--- src/rtl/me_pkg.sv ---
// ============================================================================
// Modular exponentiation package
// Shared widths, register indexes and types for the exponentiation block.
// ============================================================================
`default_nettype none

package me_pkg;

   localparam int WORD_BITS        = 32;
   localparam int MOD_BITS_DEFAULT = 32;
   localparam int CSR_INDEX_BITS   = 2;

   typedef logic [WORD_BITS-1:0]      word_type;
   typedef logic [CSR_INDEX_BITS-1:0] csr_index_type;

   localparam csr_index_type CSR_EXPONENT = 2'd0;
   localparam csr_index_type CSR_MODULUS  = 2'd1;

endpackage : me_pkg

`default_nettype wire

--- src/rtl/modular_exponentiation.sv ---
// ============================================================================
// Modular exponentiation
// Right-to-left square and multiply: message ** exponent mod modulus, with
// one multiplier and one shared bit-serial remainder unit.
//
//   Channel   Ports                           Handshake
//   request   start, busy, req_message        taken when start & !busy
//   response  rsp_valid, rsp_power_result     one-cycle strobe, no stall
//   csr       csr_valid, csr_ready, csr_index, csr_wdata   valid & ready
//
// A zero exponent or zero modulus answers on the cycle after start.
// Otherwise every step is one reduction in the shared remainder unit, which
// runs through all DIV_BITS dividend bits (64 at the default width); an item
// needs 1 + t + p reductions, t being the index of the exponent's top set
// bit and p its number of set bits: at most 64 reductions.
// Reset is synchronous and leaves exponent 0 and modulus 1. The receiver
// cannot stall; busy is low again in the cycle the response strobe is shown.
// ============================================================================
`default_nettype none

module modular_exponentiation #(
   parameter int MOD_BITS = me_pkg::MOD_BITS_DEFAULT
) (
   input  wire logic                  clock,
   input  wire logic                  reset,
   input  wire logic                  start,
   output logic                       busy,
   input  wire me_pkg::word_type      req_message,
   output logic                       rsp_valid,
   output me_pkg::word_type           rsp_power_result,
   input  wire logic                  csr_valid,
   output logic                       csr_ready,
   input  wire me_pkg::csr_index_type csr_index,
   input  wire me_pkg::word_type      csr_wdata
);

   import me_pkg::*;

   localparam int PROD_BITS = 2 * MOD_BITS;
   localparam int DIV_BITS  = (PROD_BITS > WORD_BITS) ? PROD_BITS : WORD_BITS;

   localparam logic [2:0] S_IDLE = 3'd0;
   localparam logic [2:0] S_BASE = 3'd1;
   localparam logic [2:0] S_STEP = 3'd2;
   localparam logic [2:0] S_RED  = 3'd3;

   logic [2:0]          state_ff, state_in;
   word_type            exponent_ff, exponent_in;
   word_type            modulus_ff, modulus_in;
   word_type            exp_ff, exp_in;
   logic [MOD_BITS-1:0] acc_ff, acc_in;
   logic [MOD_BITS-1:0] base_ff, base_in;
   logic                sel_acc_ff, sel_acc_in;
   logic                acc_done_ff, acc_done_in;
   logic                rsp_valid_ff, rsp_valid_in;
   word_type            result_ff, result_in;

   logic [MOD_BITS-1:0] mod_use;
   logic                sel_acc;
   logic [MOD_BITS-1:0] mul_a;
   logic [PROD_BITS-1:0] product;
   logic                rem_start;
   logic [DIV_BITS-1:0] rem_dividend;
   logic                rem_done;
   logic [MOD_BITS-1:0] rem_value;

   assign mod_use   = modulus_ff[MOD_BITS-1:0];
   assign csr_ready = 1'b1;

   // Register writes are to arrive only while the block is idle; the block itself does not enforce this.
   always_comb begin
      exponent_in = exponent_ff;
      modulus_in  = modulus_ff;
      if (csr_valid && csr_ready) begin
         unique case (csr_index)
            CSR_EXPONENT: exponent_in = csr_wdata;
            CSR_MODULUS:  modulus_in  = csr_wdata;
            default: ;
         endcase
      end
   end

   // Multiply the accumulator by the base when the current bit is set,
   // otherwise square the base; the remainder unit registers the product.
   assign sel_acc = exp_ff[0] && !acc_done_ff;
   assign mul_a   = sel_acc ? acc_ff : base_ff;
   assign product = PROD_BITS'(mul_a) * PROD_BITS'(base_ff);

   assign rem_dividend = (state_ff == S_IDLE) ? DIV_BITS'(req_message)
                                              : DIV_BITS'(product);

   always_comb begin
      state_in     = state_ff;
      exp_in       = exp_ff;
      acc_in       = acc_ff;
      base_in      = base_ff;
      sel_acc_in   = sel_acc_ff;
      acc_done_in  = acc_done_ff;
      rsp_valid_in = 1'b0;
      result_in    = result_ff;
      rem_start    = 1'b0;
      unique case (state_ff)
         S_IDLE: begin
            if (start) begin
               if (exponent_ff == '0) begin
                  rsp_valid_in = 1'b1;
                  result_in    = WORD_BITS'(1);
               end else if (mod_use == '0) begin
                  rsp_valid_in = 1'b1;
                  result_in    = '0;
               end else begin
                  rem_start = 1'b1;
                  exp_in    = exponent_ff;
                  state_in  = S_BASE;
               end
            end
         end
         S_BASE: begin
            if (rem_done) begin
               base_in     = rem_value;
               acc_in      = MOD_BITS'(1);
               acc_done_in = 1'b0;
               state_in    = S_STEP;
            end
         end
         S_STEP: begin
            if (!sel_acc && exp_ff[WORD_BITS-1:1] == '0) begin
               rsp_valid_in = 1'b1;
               result_in    = WORD_BITS'(acc_ff);
               state_in     = S_IDLE;
            end else begin
               rem_start  = 1'b1;
               sel_acc_in = sel_acc;
               state_in   = S_RED;
            end
         end
         S_RED: begin
            if (rem_done) begin
               if (sel_acc_ff) begin
                  acc_in      = rem_value;
                  acc_done_in = 1'b1;
               end else begin
                  base_in     = rem_value;
                  exp_in      = exp_ff >> 1;
                  acc_done_in = 1'b0;
               end
               state_in = S_STEP;
            end
         end
         default: state_in = S_IDLE;
      endcase
   end

   always_ff @(posedge clock) begin
      if (reset) begin
         state_ff     <= S_IDLE;
         exponent_ff  <= '0;
         modulus_ff   <= WORD_BITS'(1);
         rsp_valid_ff <= 1'b0;
         acc_done_ff  <= 1'b0;
         sel_acc_ff   <= 1'b0;
      end else begin
         state_ff     <= state_in;
         exponent_ff  <= exponent_in;
         modulus_ff   <= modulus_in;
         rsp_valid_ff <= rsp_valid_in;
         acc_done_ff  <= acc_done_in;
         sel_acc_ff   <= sel_acc_in;
      end
      exp_ff    <= exp_in;
      acc_ff    <= acc_in;
      base_ff   <= base_in;
      result_ff <= result_in;
   end

   me_rem #(
      .MOD_BITS (MOD_BITS),
      .DIV_BITS (DIV_BITS)
   ) u_rem (
      .clock     (clock),
      .reset     (reset),
      .start     (rem_start),
      .dividend  (rem_dividend),
      .modulus   (mod_use),
      .done      (rem_done),
      .remainder (rem_value)
   );

   assign busy             = (state_ff != S_IDLE);
   assign rsp_valid        = rsp_valid_ff;
   assign rsp_power_result = result_ff;

   a_busy_nonzero_mod: assert property (@(posedge clock) disable iff (reset)
      state_ff != S_IDLE |-> mod_use != '0)
      else $error("exponentiation running with a zero modulus");

   a_done_when_waiting: assert property (@(posedge clock) disable iff (reset)
      rem_done |-> (state_ff == S_RED || state_ff == S_BASE))
      else $error("remainder returned while no reduction was awaited");

   a_step_has_bits: assert property (@(posedge clock) disable iff (reset)
      state_ff == S_STEP |-> exp_ff != '0)
      else $error("step taken with no exponent bits left");

endmodule : modular_exponentiation

`default_nettype wire

--- src/rtl/me_rem.sv ---
// ============================================================================
// Bit-serial remainder unit
// Restoring reduction of a dividend modulo the modulus, one dividend bit
// per cycle. A pulse on start loads the operands; done pulses with the
// remainder valid.
// ============================================================================
`default_nettype none

module me_rem #(
   parameter int MOD_BITS = 32,
   parameter int DIV_BITS = 64
) (
   input  wire logic                clock,
   input  wire logic                reset,
   input  wire logic                start,
   input  wire logic [DIV_BITS-1:0] dividend,
   input  wire logic [MOD_BITS-1:0] modulus,
   output logic                     done,
   output logic [MOD_BITS-1:0]      remainder
);

   localparam int CNT_BITS = $clog2(DIV_BITS + 1);

   logic                active_ff, active_in;
   logic                done_ff, done_in;
   logic [CNT_BITS-1:0] cnt_ff, cnt_in;
   logic [DIV_BITS-1:0] dvd_ff, dvd_in;
   logic [MOD_BITS-1:0] rem_ff, rem_in;

   logic [MOD_BITS:0]   trial;
   logic [MOD_BITS:0]   diff;
   logic                fits;

   // The partial remainder stays below the modulus, so the trial value
   // stays below twice the modulus and one subtraction restores it.
   assign trial = {rem_ff, dvd_ff[DIV_BITS-1]};
   assign diff  = trial - {1'b0, modulus};
   assign fits  = trial >= {1'b0, modulus};

   always_comb begin
      active_in = active_ff;
      done_in   = 1'b0;
      cnt_in    = cnt_ff;
      dvd_in    = dvd_ff;
      rem_in    = rem_ff;
      if (start) begin
         active_in = 1'b1;
         cnt_in    = CNT_BITS'(DIV_BITS);
         dvd_in    = dividend;
         rem_in    = '0;
      end else if (active_ff) begin
         rem_in = fits ? diff[MOD_BITS-1:0] : trial[MOD_BITS-1:0];
         dvd_in = {dvd_ff[DIV_BITS-2:0], 1'b0};
         cnt_in = cnt_ff - CNT_BITS'(1);
         if (cnt_ff == CNT_BITS'(1)) begin
            active_in = 1'b0;
            done_in   = 1'b1;
         end
      end
   end

   always_ff @(posedge clock) begin
      if (reset) begin
         active_ff <= 1'b0;
         done_ff   <= 1'b0;
         cnt_ff    <= '0;
      end else begin
         active_ff <= active_in;
         done_ff   <= done_in;
         cnt_ff    <= cnt_in;
      end
      dvd_ff <= dvd_in;
      rem_ff <= rem_in;
   end

   assign done      = done_ff;
   assign remainder = rem_ff;

   a_done_after_work: assert property (@(posedge clock) disable iff (reset)
      done_ff |-> $past(active_ff))
      else $error("remainder done without a reduction in progress");

   a_count_live: assert property (@(posedge clock) disable iff (reset)
      active_ff |-> cnt_ff != '0)
      else $error("reduction active with an exhausted bit count");

   a_rem_reduced: assert property (@(posedge clock) disable iff (reset)
      done_ff |-> rem_ff < modulus)
      else $error("remainder not below the modulus");

endmodule : me_rem

`default_nettype wire

--- config.mk ---
export PLATFORM = sky130hd
export DESIGN_NAME = modular_exponentiation
export DESIGN_NICKNAME = d
export VERILOG_FILES = /design/src/rtl/me_pkg.sv /design/src/rtl/modular_exponentiation.sv /design/src/rtl/me_rem.sv
export SDC_FILE = /design/constraint.sdc
export NUM_CORES = 2
export LEC_CHECK = 0
export BUFFER_PORTS_ARGS = -buffer_cell sky130_fd_sc_hd__buf_2
export CORE_ASPECT_RATIO = 0.8
export CORE_UTILIZATION = 32
export DETAILED_ROUTE_END_ITERATION = 16
export PLACE_DENSITY = 0.45
export RECOVER_POWER = 100
export SYNTH_ARGS = -nofsm -noshare
export SYNTH_HDL_FRONTEND = slang
export SYNTH_SLANG_ARGS = --single-unit
export TNS_END_PERCENT = 30
--- constraint.sdc ---
create_clock -name clock -period 8.8 [get_ports clock]
set_input_delay 0.44 -clock clock [delete_from_list [all_inputs] [get_ports clock]]
set_output_delay 0.44 -clock clock [all_outputs]
set_load 0.03 [all_outputs]
# Word-level counts from Yosys, hierarchy flattened

Index checks and enable logic that the tools add are counted.

Register bits after elaboration: 303
Input bits: 70
Output and inout port bits: 35
Logic and storage cells: 113

$add $sub $neg: 2
Multipliers: 1
Order comparisons: 1
Eq/ne operators: 15
Mux-type cells: 50
Bitwise logic cells: 2
Reduce and logical (&&, ||, !) cells: 26

Operators with widths:

| cell                                                   | number |
|---|---|
| 2-to-1 mux 32 bit                                      | 17 |
| one-hot mux 32 bit (2 select lines)                    | 4 |
| 2-to-1 mux 64 bit                                      | 3 |
| logical NOT 32 bit                                     | 2 |
| multiplier 32 x 32 -> 64 bit                           | 1 |
| greater-or-equal comparator 33 x 32 -> 1 bit           | 1 |
| subtractor 32 bit                                      | 1 |
| logical NOT 31 bit                                     | 1 |
| AND reduction 4 bit                                    | 4 |
| 2-to-1 mux 1 bit                                       | 15 |
| 2-to-1 mux 7 bit                                       | 2 |
| 2-to-1 mux 3 bit                                       | 4 |
| inequality test 2 bit (second input constant)          | 6 |
| one-hot mux 3 bit (3 select lines)                     | 1 |
| nonzero test 2 bit                                     | 4 |
| equality test 7 x 1 -> 1 bit (second input constant)   | 1 |
| subtractor 7 x 1 -> 7 bit (second input constant)      | 1 |
| equality test 3 x 2 -> 1 bit (second input constant)   | 2 |
| inequality test 2 x 1 -> 1 bit (second input constant) | 3 |
| one-hot mux 1 bit (2 select lines)                     | 3 |
| AND reduction 2 bit                                    | 3 |
| AND reduction 6 bit                                    | 1 |
| OR reduction 2 bit                                     | 2 |
| equality test 3 x 1 -> 1 bit (second input constant)   | 1 |
| other kinds (11)                                       | 14 |

# Depth between registers and ports, before layout

Depth in word-level cells: 7
Gate-level depth with buffers: 32
Gate-level depth less buffers: 28

# Cells and area by module

From an unflattened synthesis, not the netlist that was laid out.

Cell total of the unflattened synthesis: 5,115
Area total of the unflattened synthesis: 47,900.9 um^2

By module, submodules not included:

| module                 | instances | cells each | area each (um^2) | seq. area each (um^2) |
|---|---|---|---|---|
| modular_exponentiation | 1         | 4,513      | 41,601.1         | 5,225.0 |
| me_rem                 | 1         | 602        | 6,299.8          | 2,742.6 |

# Worst setup path before layout

Ideal clock, no wire load.

Kind: register to register
Start: reg exp_ff[0]
End: reg u_rem.dvd_ff[57] (data pin)
Library setup time: 257 ps
Arrival time: 7,855 ps
Data required time: 8,543 ps
Setup slack: 689 ps
Stages on the path, launching flop included: 29
Path buffers: 4
Period minus slack after synthesis: 8,111 ps
Path through: edfxtp_1 -> nand2b_1 -> clkbuf_1 -> clkbuf_1 -> nand2_1 -> nand2_1 -> clkbuf_1 -> and2_1 -> fa_1 -> fa_1 -> inv_1 -> fa_1 -> fa_1 -> inv_1 -> fa_1 -> fa_1 -> fa_1 -> inv_1 -> fa_1 -> inv_1 -> ha_1 -> clkbuf_1 -> nand4_1 -> or3_1 -> a2111o_1 -> a2111o_1 -> a21oi_1 -> o21ai_0 -> a32o_1

Longest elaborated chain between the ends: 6
Elaborated cells on any way between the ends: 9
Those cells by class: 1 x mul; 5 x mux; 3 x reduce/logical

Ends and longest elaborated chain:

| what                                                                 | RTL line                      | text |
|---|---|---|
| from (decl)                                                          | modular_exponentiation.sv:50  | `word_type exp_ff, exp_in;` |
| from (signal assigned)                                               | modular_exponentiation.sv:170 | `exp_ff <= exp_in;` |
| logical AND 1 bit (*)                                                | modular_exponentiation.sv:85  | `assign sel_acc = exp_ff[0] && !acc_done_ff;` |
| branches (longest 4 deep; another with multiplier 32 x 32 -> 64 bit) | --                            |  |
| 2-to-1 mux 64 bit (*)                                                | me_rem.sv:46                  | `if (start) begin` |
| via u_rem.dvd_in[57]                                                 | me_rem.sv:27                  | `logic [DIV_BITS-1:0] dvd_ff, dvd_in;` |
| to (signal assigned)                                                 | me_rem.sv:72                  | `dvd_ff <= dvd_in;` |
| to (decl)                                                            | me_rem.sv:27                  |  |

Mark *: on every way through the listed nets, which the timed path passes.
A chain may end at the register's enable or synchronous reset.

# Worst setup path after layout

Start: reg exp_ff[0]
End: reg u_rem.dvd_ff[50] (data pin)

Same word-level chain as after synthesis.

==> results.md <==
| Metric | Reported | Unit |
|---|---|---|
| Run status | finished, violations left | - |
| Violations in the final reports | DRC, capacitance limit, slew limit | - |
| Highest net fanout along the worst path | 12 | - |
| Initial standard-cell utilization of the core | 32.2 | % |
| Multi-input logic area | 35,100 | um^2 |
| Hold buffers post-CTS | 0 | - |
| Slew @ Worst Pin | 3.98 | ns |
| Highest-count cells in the layout ignoring fill and taps | sky130_fd_sc_hd__inv_1 (901), sky130_fd_sc_hd__fa_1 (894), sky130_fd_sc_hd__nand2_1 (835) | - |
| Number of synthesized flops with an enable pin | 192 | - |
| Cell area after technology mapping | 47,500 | um^2 |
| Net count after synthesis | 6,413 | - |
| Total of warnings raised by yosys | 0 | - |
| Worst r2r dst | u_rem.dvd_ff[50] | - |
| Most common cell on crit path | sky130_fd_sc_hd__fa_1 | - |
| Half-perimeter wire length after detailed placement | 121,000 | um |
| Required time of the critical path | 9.05 | ns |
| Die Ht | 347 | um |
| Fin nets | 6,516 | - |
| RSZ-0062 raised after global routing | true | - |
| Number of global-route vias before repair | 36.8k | - |
| Largest area contributor in the netlist | sky130_fd_sc_hd__fa_1 | - |
| Port Buffers | 103 | - |
| Fraction of layout cells with a size suffix above 1 | 8.51 | % |
| Register area | 7970 | um^2 |
| Max-Slew Margin vs Limit | -165 | % |
| Unique masters post-synth | 76 | - |
| Number of design rule violations left after detail routing | 2 | - |
| Portion of synthesized cell area occupied by the leading cell type | 37.8 | % |
| Final Slew Violations | 473 | - |
| Die extent in x | 433 | um |
| Average footprint of a synthesized cell | 9.22 | um^2 |
| Cell count after synthesis | 5,149 | - |
| Final hold vios | 0 | - |
| Data arrival time of the critical path | 8.87 | ns |
| Number of search-and-repair iterations in the first detailed-routing pass | 11 | - |
| CTS Root Cell | sky130_fd_sc_hd__clkbuf_16 | - |
| Gp weighted congestion | 0.865 | - |
| Average vias per placed instance | 4.79 | - |
| Maximum buffer depth of the clock tree | 3 | - |
| # Max-Cap Violations | 13 | - |
| Number of buffers created by CTS | 36 | - |
| Worst Setup Path Type | register to register | - |
| Clock period minus final worst setup slack | 8.62 | ns |
| Number of sinks driven by the clock tree | 302 | - |
| FF-to-FF Start | exp_ff[0] | - |
| Setup slack of the most critical reg-to-reg path | 0.18 | ns |
| Total congestion overflow | 0 | - |
| Async S/R FF share, synth | 0 | % |
| CP Launch Point | exp_ff[0] | - |
| Final worst path period share | 98.0 | % |
| Core footprint | 147,000 | um^2 |
| Final wirelength | 150,000 | um |
| Kind of start point of the critical path | register | - |
| Clk_skew | 0.0272 | ns |
| Largest net degree at the start of global routing | 79 | - |
| Maximum clock rate | 0.116 | GHz |
| Worst path slowest cell | sky130_fd_sc_hd__fa_1 | - |
| Count of final setup violators | 0 | - |
| Antenna viol nets, final | 0 | - |
| Cell depth of the worst min-delay path | 3 | - |
| Detailed Route Iter0 Violations | 2,181 | - |
| Combined global-route utilization of all metal layers | 20.5 | % |
| Final hold slack | 0.133 | ns |
| Growth of design area from synthesis to finish | 11.7 | % |
| Endpoint kind of the worst setup timing path | register | - |
| Synthesized flop and latch total | 302 | - |
| TritonCTS clock tree | yes | - |
| Sequential share of the synthesized area | 16.8 | % |
| Antenna violations before repair | 6 | - |
| Launch point of the worst hold path | csr_wdata[7] | - |
| Row count | 126 | - |
| Hold worst-path end | exponent_ff[7] | - |
| Peak per-stage delay on the critical path | 0.57 | ns |
| Min-Delay Path Class | input pin to register | - |
| Number of fill cells | 15.3k | - |
| Average wire per standard cell | 20.7 | um |
| Total vias in the final route | 34.8k | - |
| Level count of the clock H-tree | 2 | - |
| Die Area | 150,000 | um^2 |
| Worst R2R Path Depth | 31 | - |
| Leading cell types by total area after synthesis | sky130_fd_sc_hd__fa_1 (38%), sky130_fd_sc_hd__edfxtp_1 (12%), sky130_fd_sc_hd__and2_1 (8.1%) | - |
| Post-synth top flop | sky130_fd_sc_hd__edfxtp_1 | - |
| Clock transition at the registers of the reported paths | 0.06 | ns |
| First-pass GRT wire length | 235,000 | um |
| Commonest non-fill, non-tap cell in the layout | sky130_fd_sc_hd__inv_1 | - |
| I/O pins | 105 | - |
| Insertion delay to the later sink of the worst-skew pair | 0.57 | ns |
[cells by family (layout without fill, tap and decap cells)]
family / after synthesis / in the layout / share of synthesized area (%)
muxes: 33 / 33 / 0.777
other: 1 / 4 / 0.00790
buffers and inverters: 1209 / 1336 / 9.60
AOI/OAI and AO/OA: 571 / 571 / 7.37
DFF: 302 / 302 / 16.8
adders and majority gates: 1194 / 1194 / 45.7
xor gates and xnor gates: 88 / 88 / 1.62
and+or+nand+nor: 1751 / 1753 / 18.2
[per-layer routing]
layer | global-route usage [%] | wire (um)
met2 | 30.4 | 63600
met5 | 0 | 0
met3 | 1.84 | 6050
met4 | 3.55 | 2970
met1 | 32.4 | 77400
[critical path: cells and delay by family (launching register included)]
family          cells  cell delay [ns]
fa+ha+maj           9             4.46
compound gates      7             1.55
buf+inv             9             1.08
simple gates        5             0.62
flops               1             0.38
xor+xnor            1             0.21
[layout make-up]
type                            count  share of cell area (%)
Antenna cell                        3                  0.0142
Clock buffer                       49                    1.83
Clock inverter                     15                   0.212
Inverter                          901                    6.38
Multi-Input combinational cell   3640                    66.2
Sequential cell                   302                    15.0
Tap cell                         1984                    4.68
Timing Repair Buffer              371                    5.69
[flip-flops by register name, indices dropped and copies added, names as in the netlist]
| register | flops |
|---|---|
| u_rem.cnt_ff | 7 |
| sel_acc_ff | 1 |
| base_ff | 32 |
| acc_done_ff | 1 |
| state_ff | 2 |
| u_rem.active_ff | 1 |
| rsp_power_result | 32 |
| u_rem.dvd_ff | 64 |
| acc_ff | 32 |
| u_rem.done | 1 |
| exponent_ff | 32 |
| exp_ff | 32 |
| u_rem.remainder | 32 |
| rsp_valid | 1 |
| mod_use | 32 |
[synthesized netlist by cell type, drive strengths merged, types with 9 or more instances]
library cell and number:
inv 901, fa 897, nand2 838, and2 618, ha 297, clkbuf 289, a21oi 198, edfxtp 192
o21ai 134, dfxtp 110, nor2 88, a21o 56, a31oi 52, xnor2 48, and3 46, xor2 40
mux2 31, nand3 30, o21a 27, nor4 26, nand4 24, nor3 24, buf 19, o21bai 19
a211oi 16, or3 12, o31ai 11, nor2b 9
[through the flow]
stage                     std cells  instance area (um^2)  utilization (%)  setup slack (ns)  setup TNS, ns
after floorplan                5149                 47500                -             0.689              0
after detailed placement       7191                 51900             35.2           -0.0252        -0.0381
after global placement         7191                 51900             35.2           -0.0745        -0.0986
after CTS                      7259                 53100             36.0           0.00220              0
after global routing           7262                 53000             36.0           -0.0886         -0.339
final                          7265                 53000             36.0             0.177              0
[what timing repair did]
item	in CTS	in global routing
resized for setup	2	23
setup buffers	3	2
setup endpoints to repair	6	21
cloned	1	1
pin swaps	0	5
[worst max-delay path by stage]
stage / end / slack, ns / cells after the start
after CTS: u_rem.dvd_ff[60] / 0.002 / 30
after floorplan: u_rem.dvd_ff[57] / 0.69 / 28
final: u_rem.dvd_ff[50] / 0.18 / 31
after detailed placement: u_rem.dvd_ff[58] / -0.03 / 26
after global routing: u_rem.dvd_ff[58] / -0.09 / 31
after global placement: u_rem.dvd_ff[60] / -0.07 / 29
Power is not shown: default switching activity piles up to over one toggle a cycle in this logic, so the estimate is an artifact.
